--- src/sv/digital_trace_run_extractor_assert.svh ---
// ----------------------------------------------------------------------------
// Assertion macros for the trace run extractor
// Clocked on i_clk and quiet while i_rst_n is low
// ----------------------------------------------------------------------------
`ifndef DIGITAL_TRACE_RUN_EXTRACTOR_ASSERT_SVH
`define DIGITAL_TRACE_RUN_EXTRACTOR_ASSERT_SVH

`ifndef ASSERT_OFF

// property must hold at every edge out of reset
`define DRT_ASSERT(lbl, prop, msg) \
    lbl: assert property (@(posedge i_clk) disable iff (!i_rst_n) (prop)) else $error(msg);

// expression must never be true out of reset
`define DRT_NEVER(lbl, expr, msg) \
    lbl: assert property (@(posedge i_clk) disable iff (!i_rst_n) !(expr)) else $error(msg);

`else

`define DRT_ASSERT(lbl, prop, msg)
`define DRT_NEVER(lbl, expr, msg)

`endif

`endif

--- src/sv/drt_pkg.sv ---
// ----------------------------------------------------------------------------
// drt_pkg
// Types, constants and helpers shared by the trace run extractor modules
// ----------------------------------------------------------------------------
package drt_pkg;

    localparam int TIME_W     = 48;
    localparam int FRAC_W     = 16;
    localparam int SCALE_W    = 32;
    localparam int PROD_W     = 2 * SCALE_W;
    localparam int FRAC_SHIFT = 24;
    localparam int FIFO_DEPTH = 4;
    localparam int FIFO_PTR_W = $clog2(FIFO_DEPTH);

    // configuration register index
    typedef enum logic [1:0] {
        CFG_VIEW_START  = 2'd0,
        CFG_VIEW_END    = 2'd1,
        CFG_MIN_RUN_LEN = 2'd2,
        CFG_FRAC_SCALE  = 2'd3
    } t_cfg_idx;

    // input sample
    typedef struct packed {
        logic [TIME_W-1:0] sample_time;
        logic              level;
        logic              frame_end;
    } t_sample;

    // drawn run
    typedef struct packed {
        logic [FRAC_W-1:0] run_begin;
        logic [FRAC_W-1:0] run_stop;
        logic              last_run;
        logic              no_runs;
    } t_run;

    // configuration set
    typedef struct packed {
        logic [TIME_W-1:0]  view_start;
        logic [TIME_W-1:0]  view_end;
        logic [TIME_W-1:0]  min_run_len;
        logic [SCALE_W-1:0] frac_scale;
    } t_cfg;

    // run in time units, queued between front and back
    typedef struct packed {
        logic [TIME_W-1:0] start_t;
        logic [TIME_W-1:0] end_t;
        logic              last;
        logic              none;
    } t_span;

    // up to two spans per sample, packed toward slot a
    typedef struct packed {
        logic [1:0] cnt;
        t_span      a;
        t_span      b;
    } t_push;

    // time sum saturating at the largest time
    function automatic logic [TIME_W-1:0] sat_add(
        input logic [TIME_W-1:0] a,
        input logic [TIME_W-1:0] b
    );
        logic [TIME_W:0] s;
        s = {1'b0, a} + {1'b0, b};
        return s[TIME_W] ? {TIME_W{1'b1}} : s[TIME_W-1:0];
    endfunction

endpackage

--- src/sv/drt_front.sv ---
// ----------------------------------------------------------------------------
// drt_front
// Tracks open and held runs per sample and pushes finished spans
// ----------------------------------------------------------------------------
module drt_front
    import drt_pkg::*;
(
    input  logic    i_clk,
    input  logic    i_rst_n,
    input  logic    i_valid,
    output logic    o_ready,
    input  t_sample i_sample,
    input  t_cfg    i_cfg,
    input  logic    i_room,
    output t_push   o_push
);

`include "digital_trace_run_extractor_assert.svh"

    logic              r_in_run, n_in_run;
    logic              r_held_valid, n_held_valid;
    logic              r_window_done, n_window_done;
    logic [TIME_W-1:0] r_open_start, n_open_start;
    logic [TIME_W-1:0] r_held_start, n_held_start;
    logic [TIME_W-1:0] r_held_end, n_held_end;

    logic              acc;
    logic              active, past, in_window, high, fe;
    logic              open_now, close_w, close_f, do_close, in_run_mid, merge;
    logic [TIME_W-1:0] t, open_eff, end_t, re_sum, re_max, re;
    logic [TIME_W-1:0] hs_after, he_after;
    logic              hv_after, emit_held;
    t_span             span_held, span_last;

    assign o_ready = i_room;
    assign acc     = i_valid && o_ready;

    // sample classification
    always_comb begin
        t         = i_sample.sample_time;
        high      = i_sample.level;
        fe        = i_sample.frame_end;
        active    = !r_window_done;
        past      = t > i_cfg.view_end;
        in_window = (t >= i_cfg.view_start) && !past;
    end

    // run open and close decisions
    always_comb begin
        open_now   = active && in_window && high && !r_in_run;
        close_w    = active && r_in_run && (past || (in_window && !high));
        in_run_mid = open_now || (r_in_run && !close_w);
        close_f    = fe && in_run_mid;
        do_close   = close_w || close_f;
        open_eff   = open_now ? t : r_open_start;
        end_t      = (close_w && !past) ? t : i_cfg.view_end;
    end

    // widened run end and merge test
    always_comb begin
        re_sum = sat_add(open_eff, i_cfg.min_run_len);
        re_max = (end_t > re_sum) ? end_t : re_sum;
        re     = (re_max > i_cfg.view_end) ? i_cfg.view_end : re_max;
        merge  = r_held_valid && (open_eff <= sat_add(r_held_end, i_cfg.min_run_len));
    end

    // held run after an optional close
    always_comb begin
        emit_held = do_close && r_held_valid && !merge;
        hv_after  = r_held_valid || do_close;
        hs_after  = r_held_start;
        he_after  = r_held_end;
        if (do_close) begin
            if (merge) begin
                he_after = (re > r_held_end) ? re : r_held_end;
            end else begin
                hs_after = open_eff;
                he_after = re;
            end
        end
    end

    // spans to queue
    always_comb begin
        span_held.start_t = r_held_start;
        span_held.end_t   = r_held_end;
        span_held.last    = 1'b0;
        span_held.none    = 1'b0;
        span_last.start_t = hv_after ? hs_after : '0;
        span_last.end_t   = hv_after ? he_after : '0;
        span_last.last    = 1'b1;
        span_last.none    = !hv_after;
        o_push.a          = emit_held ? span_held : span_last;
        o_push.b          = span_last;
        o_push.cnt        = 2'd0;
        if (acc) begin
            o_push.cnt = 2'({1'b0, emit_held} + {1'b0, fe});
        end
    end

    // next frame state
    always_comb begin
        n_in_run      = in_run_mid && !close_f;
        n_window_done = r_window_done || (active && past);
        n_open_start  = open_eff;
        n_held_valid  = hv_after;
        n_held_start  = hs_after;
        n_held_end    = he_after;
        if (fe) begin
            n_in_run      = 1'b0;
            n_window_done = 1'b0;
            n_open_start  = '0;
            n_held_valid  = 1'b0;
            n_held_start  = '0;
            n_held_end    = '0;
        end
    end

    // state registers
    always_ff @(posedge i_clk) begin
        if (!i_rst_n) begin
            r_in_run      <= 1'b0;
            r_held_valid  <= 1'b0;
            r_window_done <= 1'b0;
            r_open_start  <= '0;
            r_held_start  <= '0;
            r_held_end    <= '0;
        end else if (acc) begin
            r_in_run      <= n_in_run;
            r_held_valid  <= n_held_valid;
            r_window_done <= n_window_done;
            r_open_start  <= n_open_start;
            r_held_start  <= n_held_start;
            r_held_end    <= n_held_end;
        end
    end

    // a passed window never leaves a run open
    `DRT_NEVER(a_done_open, r_window_done && r_in_run, "run open after window passed")
    // frame end always pushes its last span
    `DRT_ASSERT(a_fe_push, (acc && fe) |-> (o_push.cnt != 2'd0), "frame end pushed nothing")

endmodule

--- config.mk ---
export PLATFORM = sky130hd
export DESIGN_NAME = drt_front
export DESIGN_NICKNAME = d
export VERILOG_FILES = /design/src/sv/drt_pkg.sv /design/src/sv/drt_front.sv
export VERILOG_INCLUDE_DIRS = /design/src /design/src/sv
export SDC_FILE = /design/constraint.sdc
export NUM_CORES = 1
export LEC_CHECK = 0
export BUFFER_PORTS_ARGS = -buffer_cell sky130_fd_sc_hd__buf_2
export CORE_UTILIZATION = 55
export CTS_CLUSTER_SIZE = 12
export DETAILED_ROUTE_END_ITERATION = 7
export PLACE_DENSITY = 0.84
export SYNTH_ARGS = -nofsm -noshare
export SYNTH_HDL_FRONTEND = slang
export SYNTH_SLANG_ARGS = --single-unit
--- constraint.sdc ---
create_clock -name i_clk -period 19.9 [get_ports i_clk]
set_input_delay 1.99 -clock i_clk [delete_from_list [all_inputs] [get_ports i_clk]]
set_output_delay 1.99 -clock i_clk [all_outputs]
set_load 0.005 [all_outputs]
Word level (Yosys, flattened, before mapping)
Cells that the tools add are included.

storage, ports and cells
  flip-flop bits (word level) = 147
  input bits = 230
  output and inout port bits = 199
  word-level logic and storage cells = 65

cells by class
  add/subtract/negate cells = 3
  magnitude comparators = 6
  multiplexer cells = 21
  reduce and logical (&&, ||, !) cells = 29

operator list
  kind                                       count
  48-bit two-way mux                         16
  48-bit greater-than comparator             4
  48-bit by 48-bit adder with 49-bit output  2
  98-bit two-way mux                         1
  48-bit >= comparator                       1
  48-bit <= comparator                       1
  1-bit logical AND                          16
  1-bit logical NOT                          8
  1-bit logical OR                           5
  1-bit two-way mux                          3
  1-bit by 1-bit adder with 2-bit output     1
  2-bit two-way mux                          1

Depth between registers and ports, before layout
  depth in word-level cells = 19
  gate-level depth with buffers = 66
  gate-level depth less buffers = 57

Least setup slack after synthesis
Ideal clock, no wire load.

  kind = in2out
  start = input port i_cfg[157] (netlist bit)
  end = output port o_push[20] (netlist bit)
  arrival = 14.065 ns
  data required time = 17.910 ns
  slack = 3.845 ns
  stages on the path = 61
  path buffers = 12
  path through = inv_1 ha_1 a211oi_2 nor2_1 a2111oi_2 o31ai_1 a2111oi_4 a21oi_2 nand4_1 buf_2 mux2_2 ha_1 clkbuf_1 nand2_1 or3_1 nor4_1 a2bb2o_1 o21ai_1 [25 not listed] buf_2 buf_2 o22a_1 o21ai_1 inv_1 ha_1 nand4_1 or2_1 nor4_2 nand4_1 or4_1 a21o_1 and2_1 buf_6 nor2_1 buf_2 buf_4 a22o_1

RTL lines
  what             RTL line         RTL
  start, declared  drt_front.sv:13  input t_cfg i_cfg,
  end, declared    drt_front.sv:15  output t_push o_push

==> qor.csv <==
metric,value,unit
ys_dominant_reg_cell,dfxtp_1,
synthArstFlopShare,0,
finalWirelength,79.7,mm
post_drt_wl_per_cell,21.1,um
cts.sinks,147,
setup_ws,1.09,ns
critPathLaunchType,primary input,
core,39800,um2
cp_max_fo,45,
syn-cell-area,22200,um2
whs_path_depth,1,
syn-num-nets,3553,
drt_iter0_drc,2054,
routed_via_density,6.35,
rows,73,
p_per_area,54.6,nW/um2
finalSetupTns,0,ns
yosysSeqAreaShare,0.132,
grt_pass1_wl,120,mm
worstPathArrival,16.82,ns
crit_type,in -> out,
path_common_cell,nand4_1,
synth_edf_count,0,
die_y,203,um
period_needed,18.81,ns
yosys_warnings,0,
hold_end,r_held_start[25],
setup_violations,0,
finalCritPeriodShare,0.945,
cp_slowest_cell,a21oi_4,
rsz0062_at_grt,false,
reg2reg_depth,42,
ff2ff_setup_slack,6.67,ns
timing.slew.headroom,0.214,
worstPathRequired,17.91,ns
die_area,41200,um2
drive_above_1_share,0.193,
synth_cell_type_count,91,
antenna_left,0,
worst_pin_slew,1.18,ns
total_power,0.00137,W
place_ws,1.45,ns
die_w,203,um
grt_pass1_vias,21500,
timing.rr.end,r_held_end[17],
cts_buffers,17,
grt.total_usage,0.373,
root_buffer,clkbuf_16,
endpoint_kind,primary output,
p_leak,12.1,nW
insertion_delay,0.46,ns
antenna_found_initial,11,
cts_buffer_depth,2,
num_vias,24000,
max_freq,53.2,MHz
h-tree-depth,4,
ys_ff_latch,147,
syn_inst,2936,
dpl.cell_count,3741,
post-cts-setup-buffer-count,0,
synth_area_per_cell,7.57,um2
drv_cap,0,
place_congestion,1.02,
cts_tree,built,
outcome,"complete, no violations",
clock_skew,0.0124,ns
io_buffers,395,
post_cts_resized,0,
drc_errors,0,
area_growth,13.1,%
layoutNonFillerInstCount,3779,
slew_violations,0,
clk_pin_slew,0.07,ns
drtPass1Iterations,6,
grt_max_degree,68,
io_pins,429,
r2r-start,r_window_done,
worst_ir_drop_vdd,0.0599,mV
min_from,r_held_start[25],
cpPeakStageDelay,0.92,ns
fin_nets,3852,
start_util,0.558,
ctsHoldBuffers,0,
finalHoldViolCount,0,
hold_class,reg -> reg,
dp_hpwl,64.9,mm
grt.overflow.total,0,
## state kept, by name (all words and copies together), names as in the netlist
| signal | cells |
|---|---|
| r_held_end | 48 |
| r_window_done | 1 |
| r_in_run | 1 |
| r_held_valid | 1 |
| r_held_start | 48 |
| r_open_start | 48 |
## cells in the final DEF, fill, tap and decap left out, types with 93 or more instances in the layout
cell type	n
o21ai_0	157
a21oi_1	287
dfxtp_1	146
a21o_1	101
inv_1	213
a22o_1	160
mux2_2	93
nand2_1	274
buf_2	395
ha_1	385
nor2_1	205
## worst max path at each step
stage / start / endpoint / slack [ns]
after floorplan: i_cfg[157] / o_push[20] / 3.84
final: i_cfg[110] / o_push[115] / 1.09
after global placement: i_cfg[111] / o_push[115] / 1.52
after global routing: i_cfg[110] / o_push[115] / 0.46
after CTS: i_cfg[110] / o_push[115] / 1.39
after detailed placement: i_cfg[110] / o_push[115] / 1.45
## per-stage QoR
| step | cell area [um2] | hold slack [ns] | util |
|---|---|---|---|
| global route | 25200 | 0.527 | 0.632 |
| floorplan | 22200 | 0.471 | - |
| detailed placement | 24500 | 0.491 | 0.616 |
| finish | 25200 | 0.509 | 0.632 |
| global placement | 24500 | 0.490 | 0.616 |
| CTS | 25100 | 0.512 | 0.631 |
## worst max-delay path, delay by kind of cell
kind            cells  cell delay, ns
compound gates     18            4.79
fa+ha+maj           5            1.78
buf+inv             8            1.72
mux                 1            0.46
simple gates       21            5.99
## cells by family after synthesis
logic type      count (synthesis)  share of synthesized area
compound gates               1044                      0.326
mux                            93                     0.0471
xor+xnor                       85                     0.0335
flops                         147                      0.132
buf+inv                       365                     0.0699
other cells                     1                   0.000169
fa+ha+maj                     387                      0.218
simple gates                  814                      0.173
## cell type report
| class | count | area, um2 |
|---|---|---|
| Antenna cell | 6 | 15.0 |
| Clock buffer | 20 | 447 |
| Clock inverter | 12 | 155 |
| Fill cell | 3701 | 14700 |
| Inverter | 213 | 800 |
| Multi-Input combinational cell | 2424 | 17800 |
| Sequential cell | 147 | 2950 |
| Tap cell | 525 | 657 |
| Timing Repair Buffer | 432 | 2320 |
## Yosys cell counts, drive strengths merged, types with 17 or more instances
cell type  instances  area, um2
inv              213        800
o22ai             34        213
xnor2             55        482
nand3             45        225
buf               74        462
nand2            274       1030
xor2              30        263
ha               385       4820
dfxtp            147       2940
nor4              17        119
o21ai            170        855
nand4             67        419
a211oi            21        163
o21bai            22        165
nand2b            19        119
nor2b             89        557
a31oi             18        128
clkbuf            78        293
mux2              93       1050
nor3              33        165
a21oi            318       1810
a21o             101        758
nor2             210        793
a22o             161       1410
a22oi             49        368
## routing by layer
layer | global-route usage | routed length (um)
met1 | 0.522 | 34500
met2 | 0.552 | 33000
met3 | 0.0673 | 8810
met4 | 0.167 | 3390
met5 | 0 | 63
## where the power goes
part	internal, W	switching (W)	total [W]
logic	0.000278	0.000452	0.000730
registers	0.000296	0.00000299	0.000299
clock network	0.000201	0.000144	0.000345
total	0.000775	0.000600	0.00137
No activity file was read; power rests on OpenSTA's default activity.
