[src/sv/digital_trace_run_extractor_assert.svh]
// ----------------------------------------------------------------------------
// Assertion macros for the trace run extractor
// Clocked on i_clk and quiet while i_rst_n is low
// ----------------------------------------------------------------------------
`ifndef DIGITAL_TRACE_RUN_EXTRACTOR_ASSERT_SVH
`define DIGITAL_TRACE_RUN_EXTRACTOR_ASSERT_SVH

`ifndef ASSERT_OFF

// property must hold at every edge out of reset
`define DRT_ASSERT(lbl, prop, msg) \
    lbl: assert property (@(posedge i_clk) disable iff (!i_rst_n) (prop)) else $error(msg);

// expression must never be true out of reset
`define DRT_NEVER(lbl, expr, msg) \
    lbl: assert property (@(posedge i_clk) disable iff (!i_rst_n) !(expr)) else $error(msg);

`else

`define DRT_ASSERT(lbl, prop, msg)
`define DRT_NEVER(lbl, expr, msg)

`endif

`endif

[src/sv/drt_pkg.sv]
// ----------------------------------------------------------------------------
// drt_pkg
// Types, constants and helpers shared by the trace run extractor modules
// ----------------------------------------------------------------------------
package drt_pkg;

    localparam int TIME_W     = 48;
    localparam int FRAC_W     = 16;
    localparam int SCALE_W    = 32;
    localparam int PROD_W     = 2 * SCALE_W;
    localparam int FRAC_SHIFT = 24;
    localparam int FIFO_DEPTH = 4;
    localparam int FIFO_PTR_W = $clog2(FIFO_DEPTH);

    // configuration register index
    typedef enum logic [1:0] {
        CFG_VIEW_START  = 2'd0,
        CFG_VIEW_END    = 2'd1,
        CFG_MIN_RUN_LEN = 2'd2,
        CFG_FRAC_SCALE  = 2'd3
    } t_cfg_idx;

    // input sample
    typedef struct packed {
        logic [TIME_W-1:0] sample_time;
        logic              level;
        logic              frame_end;
    } t_sample;

    // drawn run
    typedef struct packed {
        logic [FRAC_W-1:0] run_begin;
        logic [FRAC_W-1:0] run_stop;
        logic              last_run;
        logic              no_runs;
    } t_run;

    // configuration set
    typedef struct packed {
        logic [TIME_W-1:0]  view_start;
        logic [TIME_W-1:0]  view_end;
        logic [TIME_W-1:0]  min_run_len;
        logic [SCALE_W-1:0] frac_scale;
    } t_cfg;

    // run in time units, queued between front and back
    typedef struct packed {
        logic [TIME_W-1:0] start_t;
        logic [TIME_W-1:0] end_t;
        logic              last;
        logic              none;
    } t_span;

    // up to two spans per sample, packed toward slot a
    typedef struct packed {
        logic [1:0] cnt;
        t_span      a;
        t_span      b;
    } t_push;

    // time sum saturating at the largest time
    function automatic logic [TIME_W-1:0] sat_add(
        input logic [TIME_W-1:0] a,
        input logic [TIME_W-1:0] b
    );
        logic [TIME_W:0] s;
        s = {1'b0, a} + {1'b0, b};
        return s[TIME_W] ? {TIME_W{1'b1}} : s[TIME_W-1:0];
    endfunction

endpackage

[src/sv/drt_fifo.sv]
// ----------------------------------------------------------------------------
// drt_fifo
// Short span queue, takes up to two spans a cycle and gives one
// ----------------------------------------------------------------------------
module drt_fifo
    import drt_pkg::*;
(
    input  logic  i_clk,
    input  logic  i_rst_n,
    input  t_push i_push,
    output logic  o_room,
    input  logic  i_pop,
    output logic  o_avail,
    output t_span o_head
);

`include "digital_trace_run_extractor_assert.svh"

    t_span                 r_mem [FIFO_DEPTH];
    logic [FIFO_PTR_W-1:0] r_wr, n_wr;
    logic [FIFO_PTR_W-1:0] r_rd, n_rd;
    logic [FIFO_PTR_W:0]   r_count, n_count;
    logic [FIFO_PTR_W-1:0] wr_next;

    assign wr_next = r_wr + FIFO_PTR_W'(1);
    assign o_room  = r_count <= (FIFO_PTR_W + 1)'(FIFO_DEPTH - 2);
    assign o_avail = r_count != '0;
    assign o_head  = r_mem[r_rd];

    // pointer and fill arithmetic
    always_comb begin
        n_wr    = r_wr + FIFO_PTR_W'(i_push.cnt);
        n_rd    = r_rd + FIFO_PTR_W'(i_pop);
        n_count = r_count + (FIFO_PTR_W + 1)'(i_push.cnt) - (FIFO_PTR_W + 1)'(i_pop);
    end

    // storage writes
    always_ff @(posedge i_clk) begin
        if (i_push.cnt != 2'd0) begin
            r_mem[r_wr] <= i_push.a;
        end
        if (i_push.cnt == 2'd2) begin
            r_mem[wr_next] <= i_push.b;
        end
    end

    // pointers
    always_ff @(posedge i_clk) begin
        if (!i_rst_n) begin
            r_wr    <= '0;
            r_rd    <= '0;
            r_count <= '0;
        end else begin
            r_wr    <= n_wr;
            r_rd    <= n_rd;
            r_count <= n_count;
        end
    end

    `DRT_NEVER(a_fifo_over, r_count > (FIFO_PTR_W + 1)'(FIFO_DEPTH), "span queue overflow")
    `DRT_NEVER(a_pop_empty, i_pop && (r_count == '0), "pop from empty span queue")

endmodule

[config.mk]
export PLATFORM = sky130hd
export DESIGN_NAME = drt_fifo
export DESIGN_NICKNAME = d
export VERILOG_FILES = /design/src/sv/drt_pkg.sv /design/src/sv/drt_fifo.sv
export VERILOG_INCLUDE_DIRS = /design/src /design/src/sv
export SDC_FILE = /design/constraint.sdc
export NUM_CORES = 1
export LEC_CHECK = 0
export BUFFER_PORTS_ARGS = -buffer_cell sky130_fd_sc_hd__buf_2
export CAP_MARGIN = 15
export CORE_UTILIZATION = 42
export CTS_BUF_LIST = sky130_fd_sc_hd__clkbuf_8
export DETAILED_ROUTE_END_ITERATION = 12
export GPL_TIMING_DRIVEN = 1
export PLACE_DENSITY = 0.69
export SYNTH_ARGS = -nofsm -noshare
export SYNTH_HDL_FRONTEND = slang
export SYNTH_SLANG_ARGS = --single-unit
[constraint.sdc]
create_clock -name i_clk -period 13.1 [get_ports i_clk]
set_input_delay 1.31 -clock i_clk [delete_from_list [all_inputs] [get_ports i_clk]]
set_output_delay 1.31 -clock i_clk [all_outputs]
set_load 0.005 [all_outputs]
**After elaboration in Yosys (flattened, before gate mapping)**

Memories as Yosys holds them, arrays and structs flattened. A register that Yosys moved wholly into a read port is not among the register bits.
Cells that the tools add are included.

- Add/subtract/negate cells: 5
- Multiplexer cells: 5
- Magnitude comparators: 1
- Equality and inequality tests: 1
- Reduce and logical (&&, ||, !) cells: 2

Operators with widths:

| cell | count |
|---|---|
| two-way mux 1 bit | 4 |
| adder 3 x 2 -> 3 bit | 1 |
| <= comparator 3 x 2 -> 1 bit (second input constant) | 1 |
| nonzero test 3 bit | 1 |
| subtractor 3 x 1 -> 3 bit | 1 |
| adder 2 x 1 -> 2 bit | 1 |
| adder 2 x 1 -> 2 bit (second input constant) | 1 |
| adder 2 bit | 1 |
| == test 2 bit (second input constant) | 1 |
| two-way mux 2 bit | 1 |
| nonzero test 2 bit | 1 |

- Memory bits (writable): 392
- Input bits: 201
- Bits in registers: 7
- Memories kept: 1

Memory list:

| name | words | width | rd ports | clocked after memory_dff | write ports | RTL line | text |
|---|---|---|---|---|---|---|---|
| r_mem | 4 | 98 | 1 | 1 | 2 | drt_fifo.sv:19 | `t_span r_mem [FIFO_DEPTH];` |

**Logic depth before layout (Yosys ltp)**

Gate-level depths: netlist (run 1).

- Word-level depth: 3
- Mapped depth: 8

**Worst setup path before layout (run 1)**

OpenSTA, ideal clock, no wires.

- Path kind: input port to flip-flop
- From: input port i_push[197] (netlist name)
- To: memory r_mem[0][0] (netlist name), enable pin
- Buffers on the path: 1
- Setup slack: 3.984 ns
- Arrival time: 8.426 ns
- Library setup time: 0.690 ns
- Stages: 3
- Cell sequence: buf_2 > o21bai_1 > o21ai_0

RTL lines:

| what | RTL line | text |
|---|---|---|
| from (decl) | drt_fifo.sv:10 | `input t_push i_push,` |
| to (decl) | drt_fifo.sv:19 |  |

==> results of run 1 <==
state kept, by name, summed over array words and instances, names as in the netlist:
name	cells
r_mem	392
r_count	3
r_rd	2
r_wr	2
worst min-delay path by stage:
| stage | cells past startpoint | endpoint | startpoint | slack, ns |
|---|---|---|---|---|
| floorplan | 2 | r_rd[0] | r_rd[0] | 0.54 |
| global placement | 2 | r_count[2] | r_count[2] | 0.68 |
| detailed placement | 2 | r_count[2] | r_count[2] | 0.70 |
| CTS | 2 | r_count[2] | r_count[2] | 0.72 |
| global route | 4 | r_count[1] | r_count[1] | 0.78 |
| finish | 2 | r_count[2] | r_count[2] | 0.72 |
synth_stat cells, drive strengths merged (5+ instances only):
cell type / instances
buf: 58
inv: 6
clkbuf: 9
edfxtp: 392
mux2: 392
dfxtp: 7
mux4: 98
and2: 5
ha: 5
worst max-delay path: cells and delay by family, from the launching register on:
family | cells | cell delay (ns)
multiplexers | 1 | 0.62
buffers and inverters | 2 | 0.95
flip-flops | 1 | 0.75
stage by stage:
stage	utilization	hold WS, ns
floorplan	-	0.540
global placement	0.477	0.676
detailed placement	0.477	0.704
CTS	0.506	0.720
global route	0.507	0.782
finish	0.507	0.723
layout make-up:
cell class / count / area (um2)
antenna: 10 / 25.0
clock buffer: 73 / 1000
clock inverter: 55 / 284
fill: 3723 / 22000
inverter: 6 / 22.5
multi-input combinational: 518 / 6970
sequential: 399 / 11900
tap: 592 / 741
timing repair buffer: 319 / 1640
power by group through the flow:
stage          clock [mW]  combinational, mW  sequential [mW]
2_1_floorplan           0              0.314             1.64
3_3_place_gp            0              0.507             1.63
3_5_place_dp            0              0.514             1.64
4_1_cts              1.10              0.516             1.61
5_1_grt              1.16              0.545             1.62
6_report             1.06              0.505             1.61
logic make-up after synthesis:
family / Yosys count / share of synthesized area
simple gates: 14 / 0.00574
compound gates: 4 / 0.00130
flops: 399 / 0.621
xor+xnor: 3 / 0.00280
mux: 491 / 0.346
buf+inv: 73 / 0.0194
fa+ha+maj: 6 / 0.00430
metal layers:
metal / GRT usage / part of all wire / vias to the layer above
met1: 0.236 / 0.41 / 5368
met2: 0.329 / 0.50 / 283
met3: 0.0650 / 0.069 / 53
met5: 0 / 0.00065 / -
met4: 0.0572 / 0.016 / 6
li1: - / - / 4777
==> metrics.txt, run 1 <==
Layout area overhead 17.8%; IO Pins 301; slew margin rel. 0.340; crit-path max FO 40; Post-synth EDFFs 392; ranking of synthesized cells by area edfxtp_1 (61%), mux2_2 (22%), mux4_2 (12%); Root Driver clkbuf_8; Post-Syn Area 19200 um2; Crit path required time 11.79 ns; most frequent cells in the layout edfxtp_1 (392), mux2_2 (372), buf_2 (300); Worst Reg2Reg Path Length in Cells 4; CP Capture Point o_head[38]; clock share of power 0.335; Synth top area share 0.614; Worst-path clk slew 0.06 ns; design area 22600 um2; PnR Total Power 3.18 mW; core footprint 44600 um2; post-route DRC violation count 0; max-cap violations 0; pre-CTS setup slack 9.04 ns; DP Cell Count 1834; cells along the critical path buf_4, mux4_2, buf_2; Die X 216 um; library cells used by synthesis 24; H-tree depth 3; critical path type flop to output port; Mapped Cells 990; FF-to-FF setup slack 9.93 ns; # nets final 1521; register area share after synthesis 0.621; setup violators final 0; Post-DP HPWL 25.7 mm; TritonCTS clock tree yes; first-pass GRT wire length 68.7 mm; Pins Over Slew Limit 0; share of cells above drive strength 1 0.646; hold bufs inserted after CTS 0; Comb power frac 0.159; Layout Cells excl Fill 1972; die area 46500 um2; 1st-pass router iterations 4; clock latency at the later pin of the worst-skew pair 0.60 ns; P_int 2.38 mW; Yosys reg bits 399; net load switching power 0.804 mW; PortBufs 300; fmax 233 MHz; Worst VDD drop 75.1 uV; Die H 216 um; FP Rows 77; outcome finished clean; Post-Syn Nets 1197; CTS Buf Count 70; Post-CTS Repair Setup Buffers 0; drt wl/cell 22.7 um; crit-path max cell delay 0.80 ns; Pwr Density 141 nW/um2; area leader, netlist edfxtp_1; Final min period 4.29 ns; Starting DRT DRC Count 596; Sink Count 399; CP Capture Type output port; vias per cell 5.32; initial antenna violation count 11; Yosys warning count 0; Worst-Margin Slew 0.990 ns; Antenna Nets Post-Route 0; setup TNS 0 ns; CP max stage cell buf_4; RR Endpoint r_mem[3][55]; final worst-path setup slack 8.81 ns; global placement routability congestion 0.742; origin of the critical flop-to-flop path r_wr[1]; top_reg_cell synth edfxtp_1; crit path launch type flop; Final Skew 0.0200 ns; Post-synth ARST share 0; Net Sw Frac 0.253; Via Count 10487; largest net degree at the start of global routing 58; commonest non-fill, non-tap cell in the layout edfxtp_1; Initial Util 0.430; vias in the first global route 11560; Critical Path Source r_rd[0]; fin crit share 0.327; hold crit path type flop to flop; Flop pwr share 0.506; Post-Route WL 44.8 mm; placed instance area 21300 um2; gr ovfl total 0; Synth Area per Inst 19.4 um2; RSZ-0062 raised after global routing no; Longest Clk Path Bufs 3; CP arrival 2.98 ns; LEAKAGE 7.95 nW; CTS-repair resized insts 0; GRT Overall Usage 0.195; Fin. Hold Viols 0
Power figures use the tool's default switching activity.
==> run 2: changes to the inputs <==
==> constraint.sdc (replaced) <==
create_clock -name i_clk -period 4.5 [get_ports i_clk]
set_input_delay 0.45 -clock i_clk [delete_from_list [all_inputs] [get_ports i_clk]]
set_output_delay 0.45 -clock i_clk [all_outputs]
set_load 0.005 [all_outputs]
==> run 2 against run 1 <==
Against the previous run: routed wire length grew 2.7%; non-clock buffer count is the same; final area about the same; sequential cell count unchanged; global-route usage rose by 0.43 points; utilization barely moved; sequential power grew to 2.9 times the previous value.
==> metrics.txt, run 2 (synthesized netlist as in run 1, its figures left out) <==
slew margin rel. 0.322 (-0.0179); first-pass GRT wire length 69.6 mm (+1.3%); RR Endpoint r_mem[0][82]; RSZ-0062 raised after global routing no; Pwr Density 407 nW/um2 (+190%); Final Skew 0.0206 ns (+0.000568 ns); largest registers r_mem x392, r_count x3; design area 22600 um2 (about the same); Worst-path clk slew 0.06 ns (about the same); setup violators final 0 (unchanged); largest net degree at the start of global routing 99 (+71%); CP arrival 3.30 ns (+0.32 ns); Net Sw Frac 0.255 (+0.00271); Crit path required time 4.84 ns (-6.95 ns); Worst VDD drop 246 uV (+230%); Initial Util 0.430 (unchanged); global placement routability congestion 0.756 (+1.8%); CTS Buf Count 71 (+1.4%); core footprint 44600 um2 (unchanged); most frequent cells in the layout edfxtp_1 (392), mux2_2 (372), buf_2 (300); origin of the critical flop-to-flop path r_wr[1]; Root Driver clkbuf_8; LEAKAGE 7.96 nW (+0.13%); Comb power frac 0.165 (+0.006); IO Pins 301 (unchanged); Post-CTS Repair Setup Buffers 0 (unchanged); H-tree depth 3 (unchanged); critical path type flop to flop; Via Count 10595 (+1.0%); Starting DRT DRC Count 657 (+10%); hold bufs inserted after CTS 0 (unchanged); vias in the first global route 11870 (+2.7%); CP Capture Type flop; # nets final 1522 (+0.066%); P_int 6.86 mW (+190%); FP Rows 77 (unchanged); 1st-pass router iterations 5 (+1); clock share of power 0.328 (-0.007); drt wl/cell 23.4 um (+3.1%); worst hold start i_push[191]; fmax 339 MHz; max-cap violations 0 (unchanged); Pins Over Slew Limit 0 (unchanged); commonest non-fill, non-tap cell in the layout edfxtp_1; net load switching power 2.35 mW (+190%); worst hold slack 0.156 ns (-0.567 ns); initial antenna violation count 8 (-3); final worst-path setup slack 1.55 ns (-7.27 ns); vias per cell 5.39 (+1.4%); flip-flop count of the largest register after layout 392 (unchanged); DP Cell Count 1834 (unchanged); Final min period 2.95 ns; gr ovfl total 0 (unchanged); Sink Count 399 (unchanged); Layout Cells excl Fill 1964 (-0.41%); TritonCTS clock tree yes; outcome finished clean; post-route DRC violation count 0 (unchanged); die area 46500 um2 (unchanged); FF-to-FF setup slack 1.55 ns (-8.38 ns); final design utilization 0.507 (about the same); crit path launch type flop; pre-CTS setup slack 1.36 ns (-7.68 ns); CTS-repair resized insts 0 (unchanged); Die H 216 um (unchanged); Flop pwr share 0.507 (about the same); fin crit share 0.656; placed instance area 21400 um2 (+0.29%); WHS Path Cells 2 (unchanged); Worst Reg2Reg Path Length in Cells 4 (unchanged); share of cells above drive strength 1 0.642 (-0.00391); clock latency at the later pin of the worst-skew pair 0.62 ns (+0.02 ns); Worst-Margin Slew 1.02 ns (+0.0269 ns); Post-Route WL 46.0 mm (+2.7%); Fin. Hold Viols 0 (unchanged); crit-path max FO 54 (+35%); Antenna Nets Post-Route 0 (unchanged); hold crit path type input pin to flop; Post-DP HPWL 26.3 mm (+2.3%); Longest Clk Path Bufs 3 (unchanged); Die X 216 um (unchanged); Largest Register r_mem; Layout area overhead 17.9% (about the same); Hold EP r_mem[1][93]; PortBufs 300 (unchanged); GRT Overall Usage 0.199 (+0.00426)
==> run 2: changes by cell type in the layout (fill, tap and decap cells not counted), sizes merged <==
cell	change
inv	+3
bufinv	-2
clkinvlp	-3
clkinv	-2
clkbuf	+3
diode	-7
==> run 2: per-layer routing <==
layer  part of all wire  global-route usage  wire length (um)
met4              0.022              0.0608              1000
met5             0.0015                   0                67
met2               0.49               0.334             22600
met1               0.42               0.250             19200
met3              0.066              0.0548              3030
==> run 2: layout make-up <==
class                   count  area [um2]
diodes                      3        7.51
clock buffers              76        1050
clock inverters            51         204
fillers                  3666       22000
inverters                   6        22.5
multi-input cells         518        6970
flip-flops and latches    399       11900
well taps                 592         741
repair buffers            319        1710
==> run 2: worst max-delay path by stage <==
| stage | start | end | depth (start not counted) |
|---|---|---|---|
| 2_1_floorplan | i_push[197] | r_mem[1][0] | 3 |
| 6_report | r_wr[1] | r_mem[0][82] | 4 |
| 3_3_place_gp | i_push[196] | r_mem[0][77] | 5 |
| 5_1_grt | r_rd[0] | o_head[66] | 3 |
| 4_1_cts | r_rd[0] | o_head[66] | 3 |
| 3_5_place_dp | i_push[196] | r_mem[0][87] | 5 |
==> run 2: power by group through the flow <==
stage / clock network (mW) / logic [mW] / registers [mW]
final: 3.02 / 1.52 / 4.67
after floorplan: 0 / 0.915 / 4.73
after CTS: 3.12 / 1.55 / 4.67
after global routing: 3.24 / 1.64 / 4.70
after global placement: 0 / 1.52 / 4.73
after detailed placement: 0 / 1.54 / 4.75
==> run 2: critical path, cell delays in order (launching register included) <==
cell and delay [ns]:
dfxtp_1 0.46, nand4b_1 0.25, buf_4 0.66, buf_4 0.85
mux2_2 0.42
==> run 2: per-stage QoR <==
stage / total power [mW] / TNS [ns]
final: 9.21 / 0
after global routing: 9.58 / 0
after CTS: 9.35 / 0
after detailed placement: 6.29 / 0
after global placement: 6.25 / 0
after floorplan: 5.65 / -165.28
==> run 3: changes to the inputs <==
--- a/config.mk
+++ b/config.mk
@@ -12,7 +12,7 @@
 export CTS_BUF_LIST = sky130_fd_sc_hd__clkbuf_8
 export DETAILED_ROUTE_END_ITERATION = 12
 export GPL_TIMING_DRIVEN = 1
-export PLACE_DENSITY = 0.69
+export PLACE_DENSITY = 0.71
 export SYNTH_ARGS = -nofsm -noshare
 export SYNTH_HDL_FRONTEND = slang
 export SYNTH_SLANG_ARGS = --single-unit
==> constraint.sdc (replaced) <==
create_clock -name i_clk -period 2.58 [get_ports i_clk]
set_input_delay 0.258 -clock i_clk [delete_from_list [all_inputs] [get_ports i_clk]]
set_output_delay 0.258 -clock i_clk [all_outputs]
set_load 0.005 [all_outputs]
==> run 3 against run 2 <==
Against the previous run: sequential cell count is the same; register-to-register slack got worse by 1.4 ns; clock power increased by 76%; global-route usage rose by 1.2 points; critical path type unchanged.
==> metrics.txt, run 3 (synthesized netlist as in run 1, its figures left out) <==
net load switching power 4.17 mW (+77%); Crit path required time 2.94 ns (-1.90 ns); Post-Route WL 49.2 mm (+7.1%); global placement routability congestion 0.746 (-1.2%); vias in the first global route 12923 (+8.9%); Via Count 11611 (+9.6%); LEAKAGE 8.96 nW (+12%); slew margin rel. 0.575 (+0.253); share of cells above drive strength 1 0.559 (-0.0827); FP Rows 77 (unchanged); Longest Clk Path Bufs 3 (unchanged); Initial Util 0.430 (unchanged); clock latency at the later pin of the worst-skew pair 0.62 ns (about the same); Pins Over Slew Limit 0 (unchanged); pre-CTS setup slack 0.419 ns (-0.937 ns); die area 46500 um2 (unchanged); fin crit share 0.955 (+0.299); Die X 216 um (unchanged); Final min period 2.46 ns (-0.489 ns); Fin. Hold Viols 0 (unchanged); gr ovfl total 0 (unchanged); largest net degree at the start of global routing 71 (-28%); Largest Register r_mem; Worst VDD drop 415 uV (+69%); Worst-Margin Slew 0.637 ns (-0.380 ns); initial antenna violation count 4 (-4); commonest non-fill, non-tap cell in the layout edfxtp_1; crit path launch type flop; drt wl/cell 22.6 um (-3.4%); Starting DRT DRC Count 544 (-17%); critical path type flop to flop; fmax 406 MHz (+20%); Antenna Nets Post-Route 0 (unchanged); first-pass GRT wire length 74.2 mm (+6.6%); largest registers r_mem x392, r_count x3; Pwr Density 660 nW/um2 (+62%); vias per cell 5.33 (-1.2%); Comb power frac 0.185 (+0.020); placed instance area 21600 um2 (+1.2%); CTS Buf Count 69 (-2.8%); RSZ-0062 raised after global routing no; clock share of power 0.322 (-0.006); Final Skew 0.0147 ns (-0.00592 ns); core footprint 44600 um2 (unchanged); Post-DP HPWL 27.2 mm (+3.6%); max-cap violations 0 (unchanged); PortBufs 300 (unchanged); # nets final 1743 (+15%); Root Driver clkbuf_8; DP Cell Count 1842 (+0.44%); hold crit path type input pin to flop; Flop pwr share 0.493 (-0.014); setup TNS 0 ns (unchanged); IO Pins 301 (unchanged); Layout Cells excl Fill 2178 (+11%); Die H 216 um (unchanged); most frequent cells in the layout edfxtp_1 (392), mux2_2 (372), buf_2 (300); final worst-path setup slack 0.115 ns (-1.43 ns); H-tree depth 3 (unchanged); P_int 12.3 mW (+80%); flip-flop count of the largest register after layout 392 (unchanged); Layout area overhead 30.4%; outcome finished clean; CP Capture Type flop; setup violators final 0 (unchanged); CP arrival 2.83 ns (-0.47 ns); design area 25000 um2 (+11%); Worst-path clk slew 0.06 ns (about the same); crit-path max FO 35 (-35%); 1st-pass router iterations 5 (unchanged); TritonCTS clock tree yes; GRT Overall Usage 0.211 (+0.0121); Sink Count 399 (unchanged); post-route DRC violation count 0 (unchanged); Net Sw Frac 0.253 (-0.00242)
## run 3: cell type report
type | count | area [um2]
repair buffers | 542 | 4120
fillers | 3443 | 19600
multi-input cells | 518 | 6970
well taps | 592 | 741
clock inverters | 46 | 228
clock buffers | 73 | 1000
flip-flops and latches | 399 | 11900
inverters | 6 | 22.5
diodes | 2 | 5.00
## run 3: critical path, cell delays in order (launching register included)
cell,delay (ns)
dfxtp_1,0.46
nor4b_4,0.40
clkbuf_16,0.39
mux2_1,0.36
dlygate4sd3_1,0.57
## run 3: path summary, 6_finish.rpt
path	startpoint	end	slack, ns	depth (start not counted)
min reg2reg	r_count[2]	r_count[2]	0.72	2
max	r_wr[1]	r_mem[1][78]	0.12	4
min	i_push[197]	r_wr[1]	0.11	3
max reg2reg	r_wr[1]	r_mem[1][78]	0.12	4
## run 3: repair_timing
item / 4_1_cts / 5_1_grt
hold endpoints to repair: 399 / 0
resized for setup: 0 / 2
hold buffers: 212 / 0
setup endpoints to repair: 0 / 14
setup buffers: 0 / 2
## run 3: per-layer routing
metal / global-route usage / vias up / wire length (um)
met3: 0.0531 / 81 / 3120
met1: 0.259 / 5951 / 20200
met2: 0.356 / 375 / 24700
met4: 0.0858 / 4 / 1160
met5: 0 / - / 22
li1: - / 5200 / -
## run 3: power by group through the flow
| stage | registers, mW | clock network, mW | logic (mW) |
|---|---|---|---|
| 2_1_floorplan | 8.23 | 0 | 1.60 |
| 3_3_place_gp | 8.23 | 0 | 2.75 |
| 3_5_place_dp | 8.27 | 0 | 2.78 |
| 4_1_cts | 8.14 | 5.47 | 3.07 |
| 5_1_grt | 8.19 | 5.72 | 3.26 |
| 6_report | 8.14 | 5.31 | 3.05 |
## run 3: metrics by stage
stage               power (mW)  hold slack, ns  utilization
global placement          11.0           0.547        0.485
detailed placement        11.1           0.547        0.485
floorplan                 9.83           0.380            -
CTS                       16.7          0.0368        0.560
finish                    16.5           0.109        0.561
global route              17.2          0.0891        0.561
